$ cat src/sv/psd_pkg.sv
package psd_pkg;

    // decoder phases, one-hot
    typedef enum logic [4:0] {
        PH_HEADER  = 5'b00001,
        PH_PALETTE = 5'b00010,
        PH_PIXELS  = 5'b00100,
        PH_DONE    = 5'b01000,
        PH_ERROR   = 5'b10000
    } phase_t;

    // result kinds
    localparam logic [1:0] KIND_HEADER   = 2'd0;
    localparam logic [1:0] KIND_PIXEL    = 2'd1;
    localparam logic [1:0] KIND_ERROR    = 2'd2;
    localparam logic [1:0] KIND_COMPLETE = 2'd3;

    // error codes
    localparam logic [1:0] ERR_MAGIC     = 2'd0;
    localparam logic [1:0] ERR_ZERO_SIZE = 2'd1;
    localparam logic [1:0] ERR_PAL_TYPE  = 2'd2;
    localparam logic [1:0] ERR_TRUNCATED = 2'd3;

    // header constants
    localparam logic [7:0] MAGIC_0 = 8'h52; // R
    localparam logic [7:0] MAGIC_1 = 8'h49; // I
    localparam logic [7:0] MAGIC_2 = 8'h58; // X
    localparam logic [7:0] MAGIC_3 = 8'h33; // 3
    localparam logic [7:0] PAL_TYPE_EGA = 8'hCB;
    localparam logic [7:0] PAL_TYPE_VGA = 8'hAF;
    localparam logic [3:0] HEADER_LAST  = 4'd9;
    localparam logic [7:0] EGA_LAST_ENTRY = 8'd15;
    localparam logic [7:0] VGA_LAST_ENTRY = 8'd255;
    localparam logic [7:0] EGA_ENTRIES    = 8'd16;
    localparam logic [5:0] VGA_MAX        = 6'd63;
    localparam logic [1:0] COMP_R = 2'd0;
    localparam logic [1:0] COMP_G = 2'd1;
    localparam logic [1:0] COMP_B = 2'd2;

    // result travelling from the parser to the colour stage
    typedef struct packed {
        logic [1:0]  kind;
        logic [15:0] column;
        logic [15:0] row;
        logic        color_valid;
        logic [1:0]  error_code;
        logic [15:0] image_width;
        logic [15:0] image_height;
        logic        last;
        logic        vga;
    } res_t;

    // scale one component to 0..255: c*255/max, saturating above max
    function automatic logic [7:0] scale_comp(input logic [7:0] c, input logic vga);
        logic [7:0] q;
        begin
            q = 8'd0;
            if (vga) begin
                if (c > 8'(VGA_MAX)) begin
                    q = 8'd255;
                end else begin
                    // c*255/63 = 4c + c/21 for c up to 63
                    q = {c[5:0], 2'b00};
                    if (c == 8'(VGA_MAX)) begin
                        q = q + 8'd3;
                    end else if (c >= 8'd42) begin
                        q = q + 8'd2;
                    end else if (c >= 8'd21) begin
                        q = q + 8'd1;
                    end
                end
            end else begin
                if (c > 8'd3) begin
                    q = 8'd255;
                end else begin
                    q = {c[1:0], c[1:0], c[1:0], c[1:0]}; // c*85
                end
            end
            return q;
        end
    endfunction

endpackage

$ cat src/sv/psd_out.sv
module psd_out (
    input  logic          aclk,
    input  logic          aresetn,
    input  logic          res_valid,
    input  psd_pkg::res_t res,
    input  logic [23:0]   ram_rdata,
    output logic          ready,
    output logic          m_tvalid,
    input  logic          m_tready,
    output logic [95:0]   m_tdata,
    output logic [1:0]    m_tuser,
    output logic          m_tlast
);
    import psd_pkg::*;

    logic  s1_valid_reg, s1_valid_next;
    res_t  s1_reg;
    logic  m_valid_reg, m_valid_next;
    logic  out_free, s1_move, colour_on;
    logic [7:0]  red, green, blue;
    logic [95:0] m_data_reg;
    logic [1:0]  m_kind_reg;
    logic        m_last_reg;

    assign out_free = !m_valid_reg || m_tready;
    assign s1_move  = s1_valid_reg && out_free;
    assign ready    = !s1_valid_reg || out_free;

    assign s1_valid_next = res_valid || (s1_valid_reg && !out_free);
    assign m_valid_next  = s1_move || (m_valid_reg && !m_tready);

    // scaling of the palette entry read when this result was taken
    assign colour_on = (s1_reg.kind == KIND_PIXEL) && s1_reg.color_valid;
    assign red   = colour_on ? scale_comp(ram_rdata[23:16], s1_reg.vga) : 8'd0;
    assign green = colour_on ? scale_comp(ram_rdata[15:8],  s1_reg.vga) : 8'd0;
    assign blue  = colour_on ? scale_comp(ram_rdata[7:0],   s1_reg.vga) : 8'd0;

    always_ff @(posedge aclk) begin
        if (!aresetn) begin
            s1_valid_reg <= 1'b0;
            m_valid_reg  <= 1'b0;
        end else begin
            s1_valid_reg <= s1_valid_next;
            m_valid_reg  <= m_valid_next;
        end
    end

    // payload
    always_ff @(posedge aclk) begin
        if (res_valid) begin
            s1_reg <= res;
        end
        if (s1_move) begin
            m_data_reg <= {5'd0, s1_reg.image_height, s1_reg.image_width, s1_reg.error_code,
                           s1_reg.color_valid, s1_reg.row, s1_reg.column,
                           blue, green, red};
            m_kind_reg <= s1_reg.kind;
            m_last_reg <= s1_reg.last;
        end
    end

    assign m_tvalid = m_valid_reg;
    assign m_tdata  = m_data_reg;
    assign m_tuser  = m_kind_reg;
    assign m_tlast  = m_last_reg;

endmodule

$ cat config.mk
export PLATFORM = sky130hd
export DESIGN_NAME = psd_out
export DESIGN_NICKNAME = d
export VERILOG_FILES = /design/src/sv/psd_pkg.sv /design/src/sv/psd_out.sv
export SDC_FILE = /design/constraint.sdc
export NUM_CORES = 1
export LEC_CHECK = 0
export BUFFER_PORTS_ARGS = -buffer_cell sky130_fd_sc_hd__buf_2
export CORE_UTILIZATION = 49
export DETAILED_ROUTE_END_ITERATION = 7
export PLACE_DENSITY = 0.85
export REMOVE_ABC_BUFFERS = 1
export SLEW_MARGIN = 20
export SYNTH_ARGS = -nofsm -noshare
export SYNTH_HDL_FRONTEND = slang
export SYNTH_SLANG_ARGS = --single-unit
$ cat constraint.sdc
create_clock -name aclk -period 6.3 [get_ports aclk]
set_input_delay 0 -clock aclk [delete_from_list [all_inputs] [get_ports aclk]]
set_output_delay 0 -clock aclk [all_outputs]
set_load 0.05 [all_outputs]
==> run metrics, run 1 <==
H-tree levels 4; CP endpoint kind flip-flop; Worst Path Class, Setup reg2reg; final count of hold timing violations 0; Iter 0 DRT Violations 395; Clock Latency Late Sink ~0.4 ns; cts repair resizes 0; Starting Density 0.511; max reg flops 91; row cnt 38; number of I/O pins 200; Placed Area 6780 um2; Layout Utilization 0.750; total congestion overflow 0; Yosys top cell by area edfxtp_1; setup_tns 0 ns; Primary FF master, synth edfxtp_1; worst-path fanout max 54; VDD IR-drop max 0.243 mV; Max-slew headroom 0.381; data required time of the worst path 6.34 ns; I/O Buffers 194; worst setup margin 4.16 ns; CTS max path bufs 2; drt pass-1 iters 8; Worst-Margin Slew 0.929 ns; Leak roughly 3.3 nW; WL per Instance between 20 and 25 um; Tmin final 2.14 ns; Syn Std Cell Area 5640 um2; nets 671; syn_area_per_cell approximately 21 um2; top post-synthesis cells by count edfxtp_1 (165), nor2_1 (20), a21oi_1 (13), o21a_1 (8); initial antenna violation count 1; Detail Route Antenna Nets 0; Post-synth EDFFs 165; Slew Limit Fails 0; RSZ-0062 raised after global routing no; Final Cell Area 8270 um2; die area 11900 um2; final setup violation count 0; share of the synthesized area in the top cell type 0.878; register area share after synthesis 0.886; Synth async-reset ratio 0; Yosys reg bits 167; CP Data Arrival Time 2.18 ns; Worst Clk Skew 0.0141 ns; core area 11000 um2; Warnings, synthesis 0; ranking of synthesized cells by area edfxtp_1 (88%), nor2_1 (1.3%), a21oi_1 (1.2%); # clock sinks 167; layout cells sized above 1 0.410; number of global-route vias before repair 3812; worst slack at placement 3.82 ns; Routed WL 14600 um; Hold Slack between 0.04 and 0.05 ns; PD cells ~320 nW/um2; GPL Wtd Cong 0.883; clk root buf clkbuf_16; dpl hpwl 7250 um; Hold Path Class in2reg; max-cap violations 0; Startpoint Class flip-flop; final period utilization 0.340; CTS Buf Count 17; Fmax 0.467 GHz; vias after detailed routing ~3700; Syn-to-layout area delta 46.7%; Synth Instances 271; Die Y-Extent approximately 110 um; status finished clean; largest net degree at the start of global routing 73; Synth cell types 32; Remaining DRCs 0; Via density 5.15; die width ~110 um; first-pass GRT wire length approximately 21000 um; Post-CTS Setup Inserts 0; most frequent cell after synthesis edfxtp_1; TritonCTS clock tree yes; Reg clk slew, reported paths roughly 0.07 ns; Total GRT Usage 0.246
[power breakdown]
part           leakage (nW)  switching (mW)  internal, mW  total, mW
Sequential             1.60          0.0269          1.31       1.33
Combinational          1.38           0.195        0.0918      0.286
Clock                 0.292           0.453         0.594       1.05
Total                  3.27           0.675          1.99       2.67
[worst max-delay path, stage by stage, from the launching register on]
cell     delay (ns)
dfxtp_1        0.32
nor2b_1        0.20
nor2b_4        0.52
buf_4          0.69
[metrics by stage]
stage                     power, mW  cells
after floorplan                1.50    268
after global placement         1.57    604
after detailed placement       1.58    604
after CTS                      2.64    724
after global routing           2.75    726
final                          2.67    726
[cells in the final DEF, fill, tap and decap left out, types with 2 or more instances in the layout]
cell type	n
a21oi_1	13
nor2b_1	2
inv_8	2
o21ai_2	3
edfxtp_1	165
dfxtp_1	2
nor3_2	2
a31oi_1	3
inv_1	3
clkinv_1	2
dlygate4sd3_1	88
nand2_1	7
o21ai_0	7
nor2_1	20
nand3b_1	3
buf_2	194
o221a_1	2
o21a_1	8
o31ai_1	2
o211ai_1	2
clkbuf_16	17
and4_1	3
nand2b_1	4
clkinv_4	2
buf_4	2
inv_6	5
clkinv_2	2
bufinv_16	2
conb_1	5
[metal layers]
| layer | GRT usage | up-vias | part of all wire |
|---|---|---|---|
| li1 | - | 1663 | - |
| met1 | 0.294 | 1791 | 0.37 |
| met5 | 0 | - | 0 |
| met4 | 0.104 | 0 | 0.022 |
| met3 | 0.0865 | 22 | 0.091 |
| met2 | 0.407 | 265 | 0.52 |
[worst paths after layout]
path / start / endpoint / depth (start not counted) / slack (ns)
setup / recovery: m_tvalid / m_tdata[13] / 3 / 4.16
hold / removal: ram_rdata[21] / m_tdata[1] / 3 / 0.05
setup reg to reg: m_tvalid / m_tdata[13] / 3 / 4.16
hold reg to reg: s1_reg[13] / m_tdata[86] / 0 / 0.42
[what timing repair did]
action,CTS,global route
setup endpoints to repair,0,0
hold endpoints to repair,87,0
hold buffers,88,0
[logic make-up (layout without fill, tap and decap cells)]
logic type / Yosys count / in the layout / synth area share
muxes: 1 / 1 / 0.00200
other: 1 / 6 / 0.000665
buffers and inverters: 10 / 320 / 0.0104
AOI/OAI and AO/OA: 44 / 44 / 0.0517
and+or+nand+nor: 48 / 48 / 0.0497
DFF: 167 / 167 / 0.886
[layout make-up]
type | instances | area (um2)
fillers | 629 | 2760
well taps | 140 | 175
diodes | 1 | 2.50
inverters | 3 | 11.3
multi-input cells | 98 | 609
clock inverters | 15 | 161
repair buffers | 285 | 1890
flip-flops and latches | 167 | 4990
clock buffers | 17 | 425
Power figures use the tool's default switching activity.
==> run 2: changes to the inputs <==
Clock period 6.3 ns to 2 ns, I/O delays scaled along.
==> run 2 against run 1 <==
  * Count of clock-buffer cells in the layout unchanged
  * Wire length is 6.1% lower
  * Non-clock buffer count fell by 3
  * Design area shrank 0.39%
  * Largest cell class unchanged
  * Critical path depth is the same
  * Register-to-register slack got worse by 3.7 ns
  * Sequential share of layout area up 0.24 points
  * Global-route usage fell by 0.50 points
==> run metrics, run 2 (same netlist as run 1, synthesis figures left out) <==
status finished clean; Fmax 0.668 GHz; core area 11000 um2; PD cells roughly 1000 nW/um2; Routed WL 13700 um; Worst Clk Skew around 0.011 ns; Clock Latency Late Sink 0.41 ns; largest net degree at the start of global routing 95; data required time of the worst path 2.04 ns; Remaining DRCs 0; clk root buf clkbuf_16; GPL Wtd Cong 0.909; Design Power 8.34 mW; Syn-to-layout area delta 46.1%; Via density ~5; # clock sinks 167; Slew Limit Fails 0; dpl hpwl 7360 um; Worst Path Class, Setup reg2reg; FILL cells 626; Worst-Margin Slew 0.505 ns; total congestion overflow 0; Pint ~6.3 mW; worst-path fanout max 94; Iter 0 DRT Violations around 320; Hold Path Class in2reg; Post-CTS Setup Inserts 0; Placed Instances 604; final period utilization 0.748; RSZ-0062 raised after global routing no; Die Y-Extent 109 um; Comb power frac 0.107; first-pass GRT wire length 20100 um; CTS max path bufs 2; die area 11900 um2; clock power share 0.390; I/O Buffers 194; min-delay src ram_rdata[7]; H-tree levels 4; Flop pwr share 0.503; VDD IR-drop max 0.693 mV; CP max stage cell buf_12; Tmin final 1.50 ns; number of global-route vias before repair roughly 3700; CP startpoint m_tvalid; CP endpoint kind flip-flop; Net Switching 1.99 mW; drt pass-1 iters 5; Starting Density 0.511; Crit path largest cell delay 0.41 ns; Leak 3.24 nW; TritonCTS clock tree yes; CP Data Arrival Time 1.53 ns; final setup violation count 0; initial antenna violation count 0; final count of hold timing violations 0; commonest cells after routing, fill and taps aside buf_2 (194), edfxtp_1 (165), dlygate4sd3_1 (86), nor2_1 (20), clkbuf_16 (17); n_diodes 0; vias after detailed routing 3668; Layout Utilization 0.747; CTS Buf Count 17; WL per Instance between 15 and 20 um; Reg clk slew, reported paths 0.07 ns; Startpoint Class flip-flop; Detail Route Antenna Nets 0; max-cap violations 0; max reg flops 91; Max-slew headroom 0.663; setup_tns 0 ns; Hold Slack between 0.02 and 0.025 ns; nets 668; final non-filler cell total 719; Total GRT Usage 0.241; row cnt 38; layout cells sized above 1 0.409; R2R setup slack 0.50 ns; number of I/O pins 200; reg2reg start m_tvalid; CP Cell Sequence nor2b_1, nor2b_4, buf_12; commonest non-fill, non-tap cell in the layout buf_2; Net Sw Frac 0.239; die width 109 um
## run 2: final timing paths
kind | endpoint | depth (start not counted)
setup / recovery | m_tdata[72] | 3
hold / removal | m_tdata[23] | 3
setup reg to reg | m_tdata[72] | 3
hold reg to reg | m_tdata[73] | 0
## run 2: worst max-delay path, delay by kind of cell (launching register included)
family,cells,cell delay (ns)
buffers and inverters,1,0.41
and+or+nand+nor,2,0.34
DFF,1,0.32
## run 2: per-stage QoR
| stage | setup WS (ns) | instance area, um2 |
|---|---|---|
| 2_1_floorplan | -3.44 | 5610 |
| 3_3_place_gp | 0.623 | 6800 |
| 3_5_place_dp | 0.561 | 6800 |
| 4_1_cts | 0.551 | 8240 |
| 5_1_grt | 0.450 | 8240 |
| 6_report | 0.504 | 8240 |
## run 2: repair_timing
| action | in CTS | in global routing |
|---|---|---|
| hold buffers | 86 | 0 |
| hold endpoints to repair | 85 | 0 |
| resized for setup | 0 | 0 |
| setup endpoints to repair | 0 | 0 |
## run 2: area by class of cell
cell class                 instances  area (um2)  share of cell area
inverter                           3        11.3             0.00137
tap                              140         175              0.0213
multi-input combinational         98         609              0.0739
clock buffer                      17         425              0.0516
timing repair buffer             282        1870               0.227
clock inverter                    12         154              0.0187
sequential                       167        4990               0.606
## run 2: routing by layer
layer  vias up  wire length, um  track usage
li1       1651                -            -
met4         0              257       0.0876
met5         -                0            0
met3        29             1400       0.0877
met1      1743             4920        0.275
met2       245             7080        0.416
## run 2: power groups by stage
stage / registers, mW / clock network (mW) / logic (mW)
2_1_floorplan: 4.59 / 0 / 0.120
3_3_place_gp: 4.24 / 0 / 0.724
3_5_place_dp: 4.25 / 0 / 0.743
4_1_cts: 4.18 / 3.25 / 0.874
5_1_grt: 4.21 / 3.42 / 0.938
6_report: 4.19 / 3.25 / 0.892
