[src/sv/psd_pkg.sv]
package psd_pkg;

    // decoder phases, one-hot
    typedef enum logic [4:0] {
        PH_HEADER  = 5'b00001,
        PH_PALETTE = 5'b00010,
        PH_PIXELS  = 5'b00100,
        PH_DONE    = 5'b01000,
        PH_ERROR   = 5'b10000
    } phase_t;

    // result kinds
    localparam logic [1:0] KIND_HEADER   = 2'd0;
    localparam logic [1:0] KIND_PIXEL    = 2'd1;
    localparam logic [1:0] KIND_ERROR    = 2'd2;
    localparam logic [1:0] KIND_COMPLETE = 2'd3;

    // error codes
    localparam logic [1:0] ERR_MAGIC     = 2'd0;
    localparam logic [1:0] ERR_ZERO_SIZE = 2'd1;
    localparam logic [1:0] ERR_PAL_TYPE  = 2'd2;
    localparam logic [1:0] ERR_TRUNCATED = 2'd3;

    // header constants
    localparam logic [7:0] MAGIC_0 = 8'h52; // R
    localparam logic [7:0] MAGIC_1 = 8'h49; // I
    localparam logic [7:0] MAGIC_2 = 8'h58; // X
    localparam logic [7:0] MAGIC_3 = 8'h33; // 3
    localparam logic [7:0] PAL_TYPE_EGA = 8'hCB;
    localparam logic [7:0] PAL_TYPE_VGA = 8'hAF;
    localparam logic [3:0] HEADER_LAST  = 4'd9;
    localparam logic [7:0] EGA_LAST_ENTRY = 8'd15;
    localparam logic [7:0] VGA_LAST_ENTRY = 8'd255;
    localparam logic [7:0] EGA_ENTRIES    = 8'd16;
    localparam logic [5:0] VGA_MAX        = 6'd63;
    localparam logic [1:0] COMP_R = 2'd0;
    localparam logic [1:0] COMP_G = 2'd1;
    localparam logic [1:0] COMP_B = 2'd2;

    // result travelling from the parser to the colour stage
    typedef struct packed {
        logic [1:0]  kind;
        logic [15:0] column;
        logic [15:0] row;
        logic        color_valid;
        logic [1:0]  error_code;
        logic [15:0] image_width;
        logic [15:0] image_height;
        logic        last;
        logic        vga;
    } res_t;

    // scale one component to 0..255: c*255/max, saturating above max
    function automatic logic [7:0] scale_comp(input logic [7:0] c, input logic vga);
        logic [7:0] q;
        begin
            q = 8'd0;
            if (vga) begin
                if (c > 8'(VGA_MAX)) begin
                    q = 8'd255;
                end else begin
                    // c*255/63 = 4c + c/21 for c up to 63
                    q = {c[5:0], 2'b00};
                    if (c == 8'(VGA_MAX)) begin
                        q = q + 8'd3;
                    end else if (c >= 8'd42) begin
                        q = q + 8'd2;
                    end else if (c >= 8'd21) begin
                        q = q + 8'd1;
                    end
                end
            end else begin
                if (c > 8'd3) begin
                    q = 8'd255;
                end else begin
                    q = {c[1:0], c[1:0], c[1:0], c[1:0]}; // c*85
                end
            end
            return q;
        end
    endfunction

endpackage

[src/sv/psd_parse.sv]
module psd_parse #(
    parameter int PALETTE_ENTRIES = 256
) (
    input  logic                               aclk,
    input  logic                               aresetn,
    input  logic                               accept,
    input  logic [7:0]                         byte_value,
    input  logic                               stream_end,
    output logic                               res_valid,
    output psd_pkg::res_t                      res,
    output logic                               ram_we,
    output logic [$clog2(PALETTE_ENTRIES)-1:0] ram_waddr,
    output logic [23:0]                        ram_wdata,
    output logic                               ram_re,
    output logic [$clog2(PALETTE_ENTRIES)-1:0] ram_raddr
);
    import psd_pkg::*;

    localparam int AW = $clog2(PALETTE_ENTRIES);
    localparam logic [8:0] PAL_LIMIT = 9'(PALETTE_ENTRIES);

    phase_t      phase_reg, phase_next;
    logic [3:0]  hdr_cnt_reg, hdr_cnt_next;
    logic [1:0]  comp_reg, comp_next;
    logic [7:0]  entry_reg, entry_next;
    logic        vga_reg, vga_next;
    logic [7:0]  part_r_reg, part_r_next;
    logic [7:0]  part_g_reg, part_g_next;
    logic [15:0] width_reg, width_next;
    logic [15:0] height_reg, height_next;
    logic [15:0] col_reg, col_next;
    logic [15:0] row_reg, row_next;
    logic [7:0]  hdr_reg [9];

    logic [15:0] hdr_width, hdr_height;
    logic [16:0] col_inc, row_inc;
    logic        idx_ok, is_last;

    assign hdr_width  = {hdr_reg[5], hdr_reg[4]};
    assign hdr_height = {hdr_reg[7], hdr_reg[6]};
    assign col_inc    = {1'b0, col_reg} + 17'd1;
    assign row_inc    = {1'b0, row_reg} + 17'd1;
    assign is_last    = (col_inc >= {1'b0, width_reg}) && (row_inc >= {1'b0, height_reg});
    assign idx_ok     = ({1'b0, byte_value} < PAL_LIMIT) &&
                        (vga_reg || (byte_value < EGA_ENTRIES));

    // palette loading and pixel reads
    assign ram_we    = accept && !stream_end && (phase_reg == PH_PALETTE) &&
                       (comp_reg == COMP_B) && ({1'b0, entry_reg} < PAL_LIMIT);
    assign ram_waddr = entry_reg[AW-1:0];
    assign ram_wdata = {part_r_reg, part_g_reg, byte_value};
    assign ram_re    = accept && !stream_end && (phase_reg == PH_PIXELS) && idx_ok;
    assign ram_raddr = byte_value[AW-1:0];

    // next state and result for one accepted beat
    always_comb begin
        phase_next  = phase_reg;
        hdr_cnt_next = hdr_cnt_reg;
        comp_next   = comp_reg;
        entry_next  = entry_reg;
        vga_next    = vga_reg;
        part_r_next = part_r_reg;
        part_g_next = part_g_reg;
        width_next  = width_reg;
        height_next = height_reg;
        col_next    = col_reg;
        row_next    = row_reg;
        res_valid   = 1'b0;
        res         = '0;

        if (accept) begin
            if (stream_end) begin
                // rearm
                phase_next   = PH_HEADER;
                hdr_cnt_next = 4'd0;
                comp_next    = COMP_R;
                entry_next   = 8'd0;
                part_r_next  = 8'd0;
                part_g_next  = 8'd0;
                col_next     = 16'd0;
                row_next     = 16'd0;
                if (phase_reg == PH_DONE) begin
                    res_valid = 1'b1;
                    res.kind  = KIND_COMPLETE;
                end else if (phase_reg != PH_ERROR) begin
                    res_valid      = 1'b1;
                    res.kind       = KIND_ERROR;
                    res.error_code = ERR_TRUNCATED;
                end
            end else begin
                unique case (phase_reg)
                    PH_HEADER: begin
                        if (hdr_cnt_reg != HEADER_LAST) begin
                            hdr_cnt_next = hdr_cnt_reg + 4'd1;
                        end else begin
                            hdr_cnt_next = 4'd0;
                            res_valid    = 1'b1;
                            if (hdr_reg[0] != MAGIC_0 || hdr_reg[1] != MAGIC_1 ||
                                hdr_reg[2] != MAGIC_2 || hdr_reg[3] != MAGIC_3) begin
                                phase_next     = PH_ERROR;
                                res.kind       = KIND_ERROR;
                                res.error_code = ERR_MAGIC;
                            end else begin
                                width_next  = hdr_width;
                                height_next = hdr_height;
                                if (hdr_width == 16'd0 || hdr_height == 16'd0) begin
                                    phase_next     = PH_ERROR;
                                    res.kind       = KIND_ERROR;
                                    res.error_code = ERR_ZERO_SIZE;
                                end else if (hdr_reg[8] == PAL_TYPE_EGA ||
                                             hdr_reg[8] == PAL_TYPE_VGA) begin
                                    vga_next         = (hdr_reg[8] == PAL_TYPE_VGA);
                                    phase_next       = PH_PALETTE;
                                    comp_next        = COMP_R;
                                    entry_next       = 8'd0;
                                    res.kind         = KIND_HEADER;
                                    res.image_width  = hdr_width;
                                    res.image_height = hdr_height;
                                end else begin
                                    phase_next     = PH_ERROR;
                                    res.kind       = KIND_ERROR;
                                    res.error_code = ERR_PAL_TYPE;
                                end
                            end
                        end
                    end
                    PH_PALETTE: begin
                        case (comp_reg)
                            COMP_R: begin
                                part_r_next = byte_value;
                                part_g_next = 8'd0;
                                comp_next   = COMP_G;
                            end
                            COMP_G: begin
                                part_g_next = byte_value;
                                comp_next   = COMP_B;
                            end
                            default: begin
                                comp_next = COMP_R;
                                if (entry_reg == (vga_reg ? VGA_LAST_ENTRY : EGA_LAST_ENTRY))
                                begin
                                    entry_next = 8'd0;
                                    phase_next = PH_PIXELS;
                                end else begin
                                    entry_next = entry_reg + 8'd1;
                                end
                            end
                        endcase
                    end
                    PH_PIXELS: begin
                        res_valid       = 1'b1;
                        res.kind        = KIND_PIXEL;
                        res.column      = col_reg;
                        res.row         = row_reg;
                        res.color_valid = idx_ok;
                        res.last        = is_last;
                        res.vga         = vga_reg;
                        if (is_last) begin
                            phase_next = PH_DONE;
                        end else if (col_inc >= {1'b0, width_reg}) begin
                            col_next = 16'd0;
                            row_next = row_inc[15:0];
                        end else begin
                            col_next = col_inc[15:0];
                        end
                    end
                    PH_DONE, PH_ERROR: begin
                        // bytes dropped
                    end
                    default: begin
                        phase_next = PH_HEADER;
                    end
                endcase
            end
        end
    end

    // control state
    always_ff @(posedge aclk) begin
        if (!aresetn) begin
            phase_reg   <= PH_HEADER;
            hdr_cnt_reg <= 4'd0;
            comp_reg    <= COMP_R;
            entry_reg   <= 8'd0;
            vga_reg     <= 1'b0;
            part_r_reg  <= 8'd0;
            part_g_reg  <= 8'd0;
            width_reg   <= 16'd0;
            height_reg  <= 16'd0;
            col_reg     <= 16'd0;
            row_reg     <= 16'd0;
        end else begin
            phase_reg   <= phase_next;
            hdr_cnt_reg <= hdr_cnt_next;
            comp_reg    <= comp_next;
            entry_reg   <= entry_next;
            vga_reg     <= vga_next;
            part_r_reg  <= part_r_next;
            part_g_reg  <= part_g_next;
            width_reg   <= width_next;
            height_reg  <= height_next;
            col_reg     <= col_next;
            row_reg     <= row_next;
        end
    end

    // header bytes, spare byte not kept
    always_ff @(posedge aclk) begin
        if (accept && !stream_end && phase_reg == PH_HEADER && hdr_cnt_reg != HEADER_LAST) begin
            hdr_reg[hdr_cnt_reg] <= byte_value;
        end
    end

endmodule

[config.mk]
export PLATFORM = sky130hd
export DESIGN_NAME = psd_parse
export DESIGN_NICKNAME = d
export VERILOG_FILES = /design/src/sv/psd_pkg.sv /design/src/sv/psd_parse.sv
export SDC_FILE = /design/constraint.sdc
export NUM_CORES = 1
export LEC_CHECK = 0
export ABC_AREA = 0
export ABC_CLOCK_PERIOD_IN_PS = 5460
export BUFFER_PORTS_ARGS = -buffer_cell sky130_fd_sc_hd__buf_2
export CORE_MARGIN = 8
export CORE_UTILIZATION = 62
export DETAILED_ROUTE_END_ITERATION = 8
export PLACE_DENSITY = 0.87
export SYNTH_ARGS = -nofsm -noshare
export SYNTH_HDL_FRONTEND = slang
export SYNTH_SLANG_ARGS = --single-unit
[constraint.sdc]
create_clock -name aclk -period 5.46 [get_ports aclk]
set_input_delay 0.546 -clock aclk [delete_from_list [all_inputs] [get_ports aclk]]
set_output_delay 0.546 -clock aclk [all_outputs]
set_load 0.05 [all_outputs]
==> results of run 1 <==
-- cells by family (layout without fill, tap and decap cells) --
| family | Yosys count | count (layout) | synth area share (%) |
|---|---|---|---|
| flip-flops | 172 | 172 | 47.2 |
| AND/OR/NAND/NOR | 371 | 371 | 22.4 |
| AO/OA/AOI/OAI | 153 | 153 | 12.5 |
| other | 0 | 1 | 0 |
| XOR/XNOR | 28 | 28 | 2.78 |
| multiplexers | 41 | 41 | 4.73 |
| buffers and inverters | 103 | 211 | 5.35 |
| adder cells (fa/ha/maj) | 35 | 35 | 4.97 |
-- report_power, final --
part	internal [mW]	switching (mW)	total, mW
Combinational	0.0280	0.106	0.134
Sequential	1.34	0.00707	1.35
Clock	0.617	0.579	1.20
-- worst paths after layout --
path	from	endpoint	slack [ns]	cells after the start
setup reg to reg	col_reg[2]$_SDFFE_PN0P_	row_reg[15]$_SDFFE_PN0P_	1.02	13
hold reg to reg	part_g_reg[6]$_SDFFE_PN0P_	part_g_reg[6]$_SDFFE_PN0P_	0.46	2
hold / removal	part_g_reg[6]$_SDFFE_PN0P_	part_g_reg[6]$_SDFFE_PN0P_	0.46	2
setup / recovery	col_reg[2]$_SDFFE_PN0P_	res[1]	0.39	13
-- per-layer routing --
metal | GRT usage, % | vias to the layer above
li1 | - | 3438
met1 | 29.0 | 3491
met2 | 38.8 | 375
met3 | 6.05 | 68
met4 | 12.6 | 0
met5 | 0 | -
-- per-stage QoR --
| step | hold slack, ns | worst slack [ns] |
|---|---|---|
| finish | 0.459 | 0.391 |
| global route | 0.472 | 0.0204 |
| CTS | 0.458 | 0.476 |
| detailed placement | 0.445 | 1.01 |
| global placement | 0.439 | 1.23 |
| floorplan | 0.460 | 1.45 |
-- synth_stat cells, drive strengths merged (8+ instances only) --
cell	count
clkbuf	30
nand3	32
nor2	112
a21o	9
nor3	18
o21ai	35
ha	35
a41oi	8
a22oi	8
and3	15
xnor2	15
and2	59
a21oi	38
edfxtp	72
mux2i	39
xor2	13
buf	25
nand4	18
dfxtp	100
nand2	54
nor4	19
inv	47
-- final cells by class --
class                           instances  area (sq um)
Multi-Input combinational cell        628          4200
Clock buffer                           17           425
Inverter                               48           180
Sequential cell                       172          4160
Clock inverter                         15           171
Tap cell                              180           225
Timing Repair Buffer                  131           671
Fill cell                             988          3850
Antenna cell                            1          2.50
-- critical path, stage by stage, from the launching register on --
cell and delay (ns):
dfxtp_1 0.51, nand4_1 0.27, nor4_1 0.62, and3_1 0.38, nand3_1 0.19, xnor2_1 0.17, ha_1 0.29, nand3_1 0.13
nor4_1 0.30, a32oi_1 0.14, o211ai_2 0.28, o21ai_0 0.34, nor2_1 0.16, buf_2 0.30
==> key figures, run 1 <==
Detailed routing
  – DR DRC count: 0
  – Top layer reached by signal wires: met4
  – Routed length on met1: 9.02 mm
  – DR vias/cell: 6.18
  – DR WL met3: 1.94 mm
  – First drt pass iteration count: 6
  – Routed WL: between 20 and 25 mm
  – DR vias: 7372
  – Met2 routed WL: 10.7 mm
  – DR WL/cell: 18.8 microns
  – DRT antenna net count: 0
  – Drt first-iter violations: 721

Yosys
  – Synth Flop Type: dfxtp_1
  – Sequential area share after synthesis: a little under half
  – Post-synth top area share: between 20% and 30%
  – Synth top area cells: edfxtp_1 25%, dfxtp_1 23%, ha_1 5.0%, nor2_1 4.7%, mux2i_1 4.4%
  – Flops & latches, synth: 172
  – Netlist area before placement: 8810 sq um
  – Share of flip-flops with an asynchronous set or reset: 0%
  – Yosys warnings: 0
  – EDFF count, synth: 72
  – Mapped Avg Cell Area: just under 10 sq um
  – Yosys cell types: 81
  – Cells after Synth: 903
  – Post-synth top area cell: edfxtp_1
  – Syn Nets: 950

Floorplanning
  – Boundary Pins: 126
  – Die Width: 135 microns
  – FP Rows: between 40 and 50
  – Initial core utilization: 63.5%
  – Vert. Die Dim: around 140 microns
  – Die ar.: 18300 sq um
  – Core ar.: 13900 sq um

Clock tree
  – Post-CTS setup buffer count: 0
  – Clock-pin transition on the worst setup and hold timing paths: 0.07 ns
  – CTS max path bufs: 2
  – H-tree Lvls: 4
  – Root buffer cell: clkbuf_16
  – Num CTS Buffers: 17
  – CTS resizes: 0
  – CTS tree: done
  – Clk Latency, worst-skew pair: between 0.4 and 0.5 ns
  – # hold bufs at CTS: 0
  – Clk sink count: 172

Global route
  – First-pass GRT wire length: 35.1 mm
  – Largest net degree at the start of global routing: 55
  – Initial antenna violation count: 0
  – Tot GR Track Use: 24.0%
  – Total gr overflow: 0
  – Vias in the first global route: slightly above 7000

Timing
  – Final min period: 5.07 ns
  – RSZ-0062 raised after global routing: false
  – Skew final: between 0.015 and 0.02 ns
  – Max_slew headroom: 22.1%
  – Fin Setup TNS: 0 ns
  – Setup violations, final: 0
  – Final Slew Violations: 0
  – Worst-Margin Slew: 1.17 ns
  – Hold Vio Cnt, Final: 0
  – Final Cycle Share: ~93%
  – Fmax: 197 MHz

Power
  – Tot Pwr: about 2.7 mW
  – P_leak: 3.89 nW
  – Peak VDD IR: 266 uV
  – Pwr Density: 267 nW/um^2

Worst setup path
  – Critical path class: flip-flop to primary output
  – Worst setup EP type: primary output
  – Startpoint Class: flip-flop
  – Maximum fanout along the worst path: 13
  – Arr. time, crit path: between 4 and 5 ns
  – CP required: 4.91 ns

Place
  – Final HPWL DP: roughly 15 mm
  – Cell total after placement: 1159
  – Placed Area: 9440 sq um
  – PortBufs: 125
  – Placer Congestion: 0.883

Final layout
  – Final core utilization: 72.3%
  – Nets: ~1000
  – Layout Cells excl Fill: 1192
  – Largest register FFs: 72
  – Post-route cell area: 10000 sq um
  – Synth-to-Final Area Change: 13.9%
  – Most frequent cells in the layout: 125 x buf_2, 109 x nor2_1, 100 x dfxtp_1, 72 x edfxtp_1, 58 x and2_1
  – Commonest non-fill, non-tap cell in the layout: buf_2
  – Share of cells above drive strength 1: 19.7%

Status
  – Outcome: finished clean

Run
  – Count of max-cap constraint violations: 0

Min path
  – Hold Path Class: flip-flop to flip-flop
Power figures use the tool's default switching activity.
==> inputs of run 2 (changes only) <==
--- a/config.mk
+++ b/config.mk
@@ -8,6 +8,7 @@
 export ABC_AREA = 0
 export ABC_CLOCK_PERIOD_IN_PS = 5460
 export BUFFER_PORTS_ARGS = -buffer_cell sky130_fd_sc_hd__buf_2
+export CORE_ASPECT_RATIO = 0.7
 export CORE_MARGIN = 8
 export CORE_UTILIZATION = 62
 export DETAILED_ROUTE_END_ITERATION = 8
==> run 2 against run 1 <==
Net effect:
- worst setup slack gained 0.11 ns
- clock power about the same
- via count shrank 1.9%
- count of clock-buffer cells in the layout unchanged
- routed wire length decreased by 1.2%
- critical path type unchanged
- largest power group unchanged
- sequential share of layout area up 0.12 points
- final cell count increased by 0.59%
- global-route usage grew 0.12 points
- critical path depth unchanged
- sequential power barely moved
- final area down 0.29%
==> key figures, run 2 (synthesized netlist as in run 1, its figures left out) <==
Power
  – Switching share of total power: 25.6% (-0.19 points)
  – Reg power frac: 50.7% (+0.3 points)
  – Internal power: 1.98 mW (-0.25%)
  – NetSw: 0.683 mW (-1.2%)
  – P_leak: 3.88 nW (-0.42%)
  – Comb power frac: 5.0% (about the same)
  – Clock share of power: 44.3% (-0.3 points)
  – Pwr Density: 267 nW/um^2 (-0.22%)
  – Peak VDD IR: 184 uV (-31%)

Worst setup path
  – Arr. time, crit path: 4.41 ns (-0.11 ns)
  – R2R cell count: 13 (unchanged)
  – Worst setup EP type: primary output
  – Startpoint Class: flip-flop
  – Worst R2R Setup Slack: 0.90 ns (-0.12 ns)
  – CP required: 4.91 ns (about the same)
  – Critical path class: flip-flop to primary output
  – Maximum fanout along the worst path: 13 (unchanged)

Timing
  – RSZ-0062 raised after global routing: false
  – Final Cycle Share: 90.8% (-2.0 points)
  – Worst-Margin Slew: 1.20 ns (+0.0330 ns)
  – Final Slew Violations: 0 (unchanged)
  – Skew final: 0.0148 ns (-0.000986 ns)
  – Hold Vio Cnt, Final: 0 (unchanged)
  – Fin Setup TNS: 0 ns (unchanged)
  – Fmax: 202 MHz (+2.3%)
  – Final min period: 4.96 ns (-0.112 ns)
  – Max_slew headroom: 19.7% (-2.5 points)
  – Setup violations, final: 0 (unchanged)

Final layout
  – ANT cells: 0 (-1)
  – Layout fillers: 959 (-2.9%)
  – Largest register FFs: 72 (unchanged)
  – Commonest non-fill, non-tap cell in the layout: buf_2
  – Share of cells above drive strength 1: 19.5% (-0.16 points)
  – Post-route cell area: 10000 sq um (-0.29%)
  – Synth-to-Final Area Change: 13.5%
  – Nets: 1043 (-0.19%)
  – Most frequent cells in the layout: 125 x buf_2, 109 x nor2_1, 100 x dfxtp_1, 72 x edfxtp_1, 58 x and2_1

Detailed routing
  – DR vias: 7233 (-1.9%)
  – Routed WL: 22.1 mm (-1.2%)
  – Drt first-iter violations: 711 (-1.4%)
  – First drt pass iteration count: 5 (-1)
  – DR vias/cell: 6.03 (-2.5%)
  – DR DRC count: 0 (unchanged)
  – DR WL/cell: 18.4 microns (-1.8%)
  – DRT antenna net count: 0 (unchanged)

Clock tree
  – CTS tree: done
  – Num CTS Buffers: 17 (unchanged)
  – Root buffer cell: clkbuf_16
  – Clock-pin transition on the worst setup and hold timing paths: 0.07 ns (about the same)
  – CTS resizes: 0 (unchanged)
  – H-tree Lvls: 4 (unchanged)
  – Clk Latency, worst-skew pair: 0.43 ns (about the same)
  – Post-CTS setup buffer count: 0 (unchanged)
  – # hold bufs at CTS: 0 (unchanged)
  – CTS max path bufs: 2 (unchanged)
  – Clk sink count: 172 (unchanged)

Floorplanning
  – Core ar.: 13900 sq um (+0.27%)
  – Boundary Pins: 126 (unchanged)
  – Die ar.: 18300 sq um (+0.34%)
  – Vert. Die Dim: 116 microns (-14%)
  – Die Width: 159 microns (+17%)
  – Initial core utilization: 63.3% (-0.17 points)
  – FP Rows: 36 (-16%)

Place
  – Placed Area: 9430 sq um (about the same)
  – Placer Congestion: 0.868 (-1.7%)
  – PortBufs: 125 (unchanged)
  – Final HPWL DP: 15.4 mm (+1.2%)

Global route
  – Largest net degree at the start of global routing: 78 (+42%)
  – Vias in the first global route: 6954 (-1.6%)
  – Initial antenna violation count: 0 (unchanged)
  – Tot GR Track Use: 24.1% (+0.12 points)
  – First-pass GRT wire length: 35.0 mm (-0.26%)
  – Total gr overflow: 0 (unchanged)

Min path
  – Hold Path Class: flip-flop to flip-flop
  – Hold Path Depth: 2 (unchanged)

Run
  – Count of max-cap constraint violations: 0 (unchanged)

Status
  – Outcome: finished clean
[run 2: cell count changes in the layout (fill, tap and decap cells not counted), sizes merged]
| cell | change |
|---|---|
| clkinv | -4 |
| inv | +4 |
| buf | -2 |
| diode | -1 |
[run 2: power by group through the flow]
stage	Sequential, mW	Combinational [mW]	Clock, mW
after CTS	1.35	0.132	1.19
after global routing	1.35	0.143	1.25
after floorplan	1.38	0.102	0
after global placement	1.38	0.130	0
final	1.35	0.134	1.18
after detailed placement	1.38	0.131	0
[run 2: worst paths after layout]
check | start | to
worst min-delay path | part_g_reg[4]$_SDFFE_PN0P_ | part_g_reg[4]$_SDFFE_PN0P_
worst max register to register | row_reg[2]$_SDFFE_PN0P_ | col_reg[15]$_SDFFE_PN0P_
worst min register to register | part_g_reg[4]$_SDFFE_PN0P_ | part_g_reg[4]$_SDFFE_PN0P_
worst max-delay path | col_reg[2]$_SDFFE_PN0P_ | res[1]
[run 2: final cells by class]
| type | count | area [sq um] | area share, % |
|---|---|---|---|
| Timing Repair Buffer | 129 | 656 | 6.55 |
| Multi-Input combinational cell | 628 | 4200 | 41.9 |
| Clock buffer | 17 | 425 | 4.25 |
| Inverter | 48 | 180 | 1.80 |
| Clock inverter | 15 | 148 | 1.48 |
| Tap cell | 190 | 238 | 2.38 |
| Sequential cell | 172 | 4160 | 41.6 |
[run 2: routing by layer]
layer / routed length (microns) / GRT usage [%]
met1: 9620 / 32.4
met2: 10000 / 38.4
met3: 2150 / 5.03
met4: 306 / 7.83
met5: 0 / 0
[run 2: through the flow]
step / utilization (%) / setup slack [ns] / hold slack (ns) / power, mW / instances
floorplan: - / 1.45 / 0.460 / 1.48 / 903
CTS: 71.9 / 0.572 / 0.452 / 2.67 / 1199
finish: 71.9 / 0.503 / 0.454 / 2.67 / 1199
global placement: 67.8 / 1.13 / 0.438 / 1.51 / 1167
detailed placement: 67.8 / 1.03 / 0.442 / 1.51 / 1167
global route: 71.9 / 0.166 / 0.468 / 2.74 / 1199
[run 2: critical path, cell delays in order (launching register included)]
cell and delay (ns):
dfxtp_1 0.50, nand4_1 0.22, nor4_1 0.51, and3_1 0.37, nand3_1 0.19, xnor2_1 0.17, ha_1 0.29, nand3_1 0.12
nor2_1 0.12, inv_1 0.08, o211ai_2 0.54, o21ai_0 0.40, nor2_1 0.18, buf_2 0.29
==> inputs of run 3 (changes only) <==
--- a/config.mk
+++ b/config.mk
@@ -7,7 +7,7 @@
 export LEC_CHECK = 0
 export ABC_AREA = 0
 export ABC_CLOCK_PERIOD_IN_PS = 5460
-export BUFFER_PORTS_ARGS = -buffer_cell sky130_fd_sc_hd__buf_2
+export BUFFER_PORTS_ARGS = -buffer_cell sky130_fd_sc_hd__buf_4
 export CORE_ASPECT_RATIO = 0.7
 export CORE_MARGIN = 8
 export CORE_UTILIZATION = 62
==> constraint.sdc (replaced) <==
create_clock -name aclk -period 5.46 [get_ports aclk]
set_input_delay 0.546 -clock aclk [delete_from_list [all_inputs] [get_ports aclk]]
set_output_delay 0.546 -clock aclk [all_outputs]
set_load 0.005 [all_outputs]
==> run 3 against run 2 <==
Net effect:
- final cell count about the same
- sequential power about the same
- combinational power decreased by 15%
- sequential cell count unchanged
- count of clock-buffer cells in the layout up 2
- hold slack worse by 0.011 ns
- final area up 3.4%
- via count up 1.7%
- clock power about the same
- fmax rose by 2.7%
- critical path depth unchanged
- register-to-register slack better by 0.26 ns
==> key figures, run 3 (synthesized netlist as in run 1, its figures left out) <==
Timing
  – Final min period: 4.83 ns (-0.128 ns)
  – Max_slew headroom: 22.0% (+2.3 points)
  – Fmax: 207 MHz (+2.7%)
  – Final Cycle Share: 88.4% (-2.3 points)
  – Final worst slack: 0.632 ns (+0.128 ns)
  – Worst-Margin Slew: 1.17 ns (-0.0305 ns)
  – Skew final: 0.0117 ns (-0.00312 ns)
  – Setup violations, final: 0 (unchanged)
  – Fin Setup TNS: 0 ns (unchanged)
  – Hold Vio Cnt, Final: 0 (unchanged)
  – RSZ-0062 raised after global routing: false
  – Final Slew Violations: 0 (unchanged)

Final layout
  – Layout Cells excl Fill: 1200 (+0.083%)
  – Share of cells above drive strength 1: 19.5% (about the same)
  – Synth-to-Final Area Change: 17.4%
  – Largest register FFs: 72 (unchanged)
  – ANT cells: 0 (unchanged)
  – Most frequent cells in the layout: 130 x buf_4, 109 x nor2_1, 100 x dfxtp_1, 72 x edfxtp_1, 58 x and2_1
  – Commonest non-fill, non-tap cell in the layout: buf_4
  – Nets: 1044 (+0.096%)
  – Layout fillers: 972 (+1.4%)

Run
  – Count of max-cap constraint violations: 0 (unchanged)

Global route
  – Initial antenna violation count: 0 (unchanged)
  – Largest net degree at the start of global routing: 61 (-22%)
  – Total gr overflow: 0 (unchanged)
  – Tot GR Track Use: 24.7% (+0.58 points)
  – Vias in the first global route: 7083 (+1.9%)
  – First-pass GRT wire length: 35.7 mm (+2.1%)

Worst setup path
  – Worst setup EP type: primary output
  – Startpoint Class: flip-flop
  – Critical path class: flip-flop to primary output
  – R2R cell count: 15 (+2)
  – Beginning of the critical path: col_reg[2]$_SDFFE_PN0P_
  – Worst R2R Setup Slack: 1.16 ns (+0.26 ns)
  – CP required: 4.91 ns (about the same)
  – Arr. time, crit path: 4.28 ns (-0.13 ns)
  – Critical R2R Capture: col_reg[15]$_SDFFE_PN0P_
  – Crit path to: res[1]
  – Start of the worst register-to-register path: row_reg[0]$_SDFFE_PN0P_
  – Maximum fanout along the worst path: 13 (unchanged)

Detailed routing
  – DR WL/cell: 18.9 microns (+2.4%)
  – DR DRC count: 0 (unchanged)
  – DRT antenna net count: 0 (unchanged)
  – DR vias: 7353 (+1.7%)
  – First drt pass iteration count: 5 (unchanged)
  – Drt first-iter violations: 754 (+6.0%)
  – DR vias/cell: 6.13 (+1.6%)
  – Routed WL: 22.6 mm (+2.4%)

Place
  – Final HPWL DP: 15.8 mm (+2.1%)
  – Cell total after placement: 1168 (+0.086%)
  – Place WS: 1.23 ns (+0.202 ns)
  – Placer Congestion: 0.867 (-0.13%)
  – PortBufs: 125 (unchanged)

Min path
  – Hold Path Class: input port to flip-flop

Power
  – Pwr Density: 259 nW/um^2 (-2.9%)
  – P_leak: 3.90 nW (+0.55%)
  – Peak VDD IR: 259 uV (+41%)

Floorplanning
  – Die ar.: 18300 sq um (unchanged)
  – Core ar.: 13900 sq um (unchanged)
  – FP Rows: 36 (unchanged)
  – Vert. Die Dim: 116 microns (unchanged)
  – Boundary Pins: 126 (unchanged)
  – Initial core utilization: 63.3% (unchanged)
  – Die Width: 159 microns (unchanged)

Clock tree
  – Clk sink count: 172 (unchanged)
  – Clk Latency, worst-skew pair: 0.43 ns (about the same)
  – Root buffer cell: clkbuf_16
  – CTS tree: done
  – H-tree Lvls: 4 (unchanged)
  – Post-CTS setup buffer count: 0 (unchanged)
  – Clock-pin transition on the worst setup and hold timing paths: 0.07 ns (about the same)
  – CTS max path bufs: 2 (unchanged)
  – Num CTS Buffers: 17 (unchanged)
  – CTS resizes: 0 (unchanged)
  – # hold bufs at CTS: 0 (unchanged)

Status
  – Outcome: finished clean
## run 3: cell count changes in the layout (fill, tap and decap cells not counted)
cell,delta
buf_4,+126
inv_6,+2
clkinv_4,+2
inv_8,-4
clkinv_8,-1
clkinv_1,+1
clkbuf_16,+2
clkinv_2,-2
buf_2,-125
## run 3: report_power, final
part           internal (mW)  switching [mW]
Combinational         0.0344          0.0800
Clock                  0.656           0.554
Sequential              1.34         0.00771
## run 3: cell type report
type | instances | area, sq um | area share [%]
inverters | 48 | 180 | 1.74
clock inverters | 13 | 115 | 1.11
flip-flops and latches | 172 | 4160 | 40.3
multi-input cells | 628 | 4200 | 40.6
clock buffers | 19 | 475 | 4.60
well taps | 190 | 238 | 2.30
repair buffers | 130 | 976 | 9.44
## run 3: worst min-delay path by stage
stage,from,endpoint,slack [ns],depth (start not counted)
after global placement,part_g_reg[4]$_SDFFE_PN0P_,part_g_reg[4]$_SDFFE_PN0P_,0.44,2
after CTS,byte_value[2],hdr_reg[3][2]$_DFFE_PP_,0.43,1
after detailed placement,part_g_reg[5]$_SDFFE_PN0P_,part_g_reg[5]$_SDFFE_PN0P_,0.45,2
after floorplan,part_g_reg[0]$_SDFFE_PN0P_,part_g_reg[0]$_SDFFE_PN0P_,0.45,2
after global routing,byte_value[0],hdr_reg[3][0]$_DFFE_PP_,0.45,1
final,byte_value[2],hdr_reg[3][2]$_DFFE_PP_,0.44,1
## run 3: metrics by stage
step | hold WS, ns | instance area (sq um) | power, mW | utilization [%]
2_1_floorplan | 0.448 | 8810 | 1.45 | -
3_3_place_gp | 0.441 | 9750 | 1.49 | 70.1
3_5_place_dp | 0.445 | 9750 | 1.49 | 70.1
4_1_cts | 0.435 | 10300 | 2.67 | 74.3
5_1_grt | 0.449 | 10300 | 2.74 | 74.3
6_report | 0.444 | 10300 | 2.68 | 74.3
## run 3: critical path, cell delays in order (launching register included)
cell,delay [ns]
dfxtp_1,0.49
nand4_1,0.23
nor4_1,0.54
and3_1,0.36
nand3_1,0.19
xnor2_1,0.17
ha_1,0.29
nand3_1,0.12
nor2_1,0.14
inv_1,0.08
o211ai_2,0.52
o21ai_0,0.40
nor2_1,0.18
buf_4,0.14
## run 3: routing by layer
layer,part of all wire [%],up-vias,track usage (%)
met3,9.0,46,5.55
met2,46,402,39.3
met4,2.0,0,8.89
met1,43,3461,32.6
li1,-,3444,-
met5,0,-,0
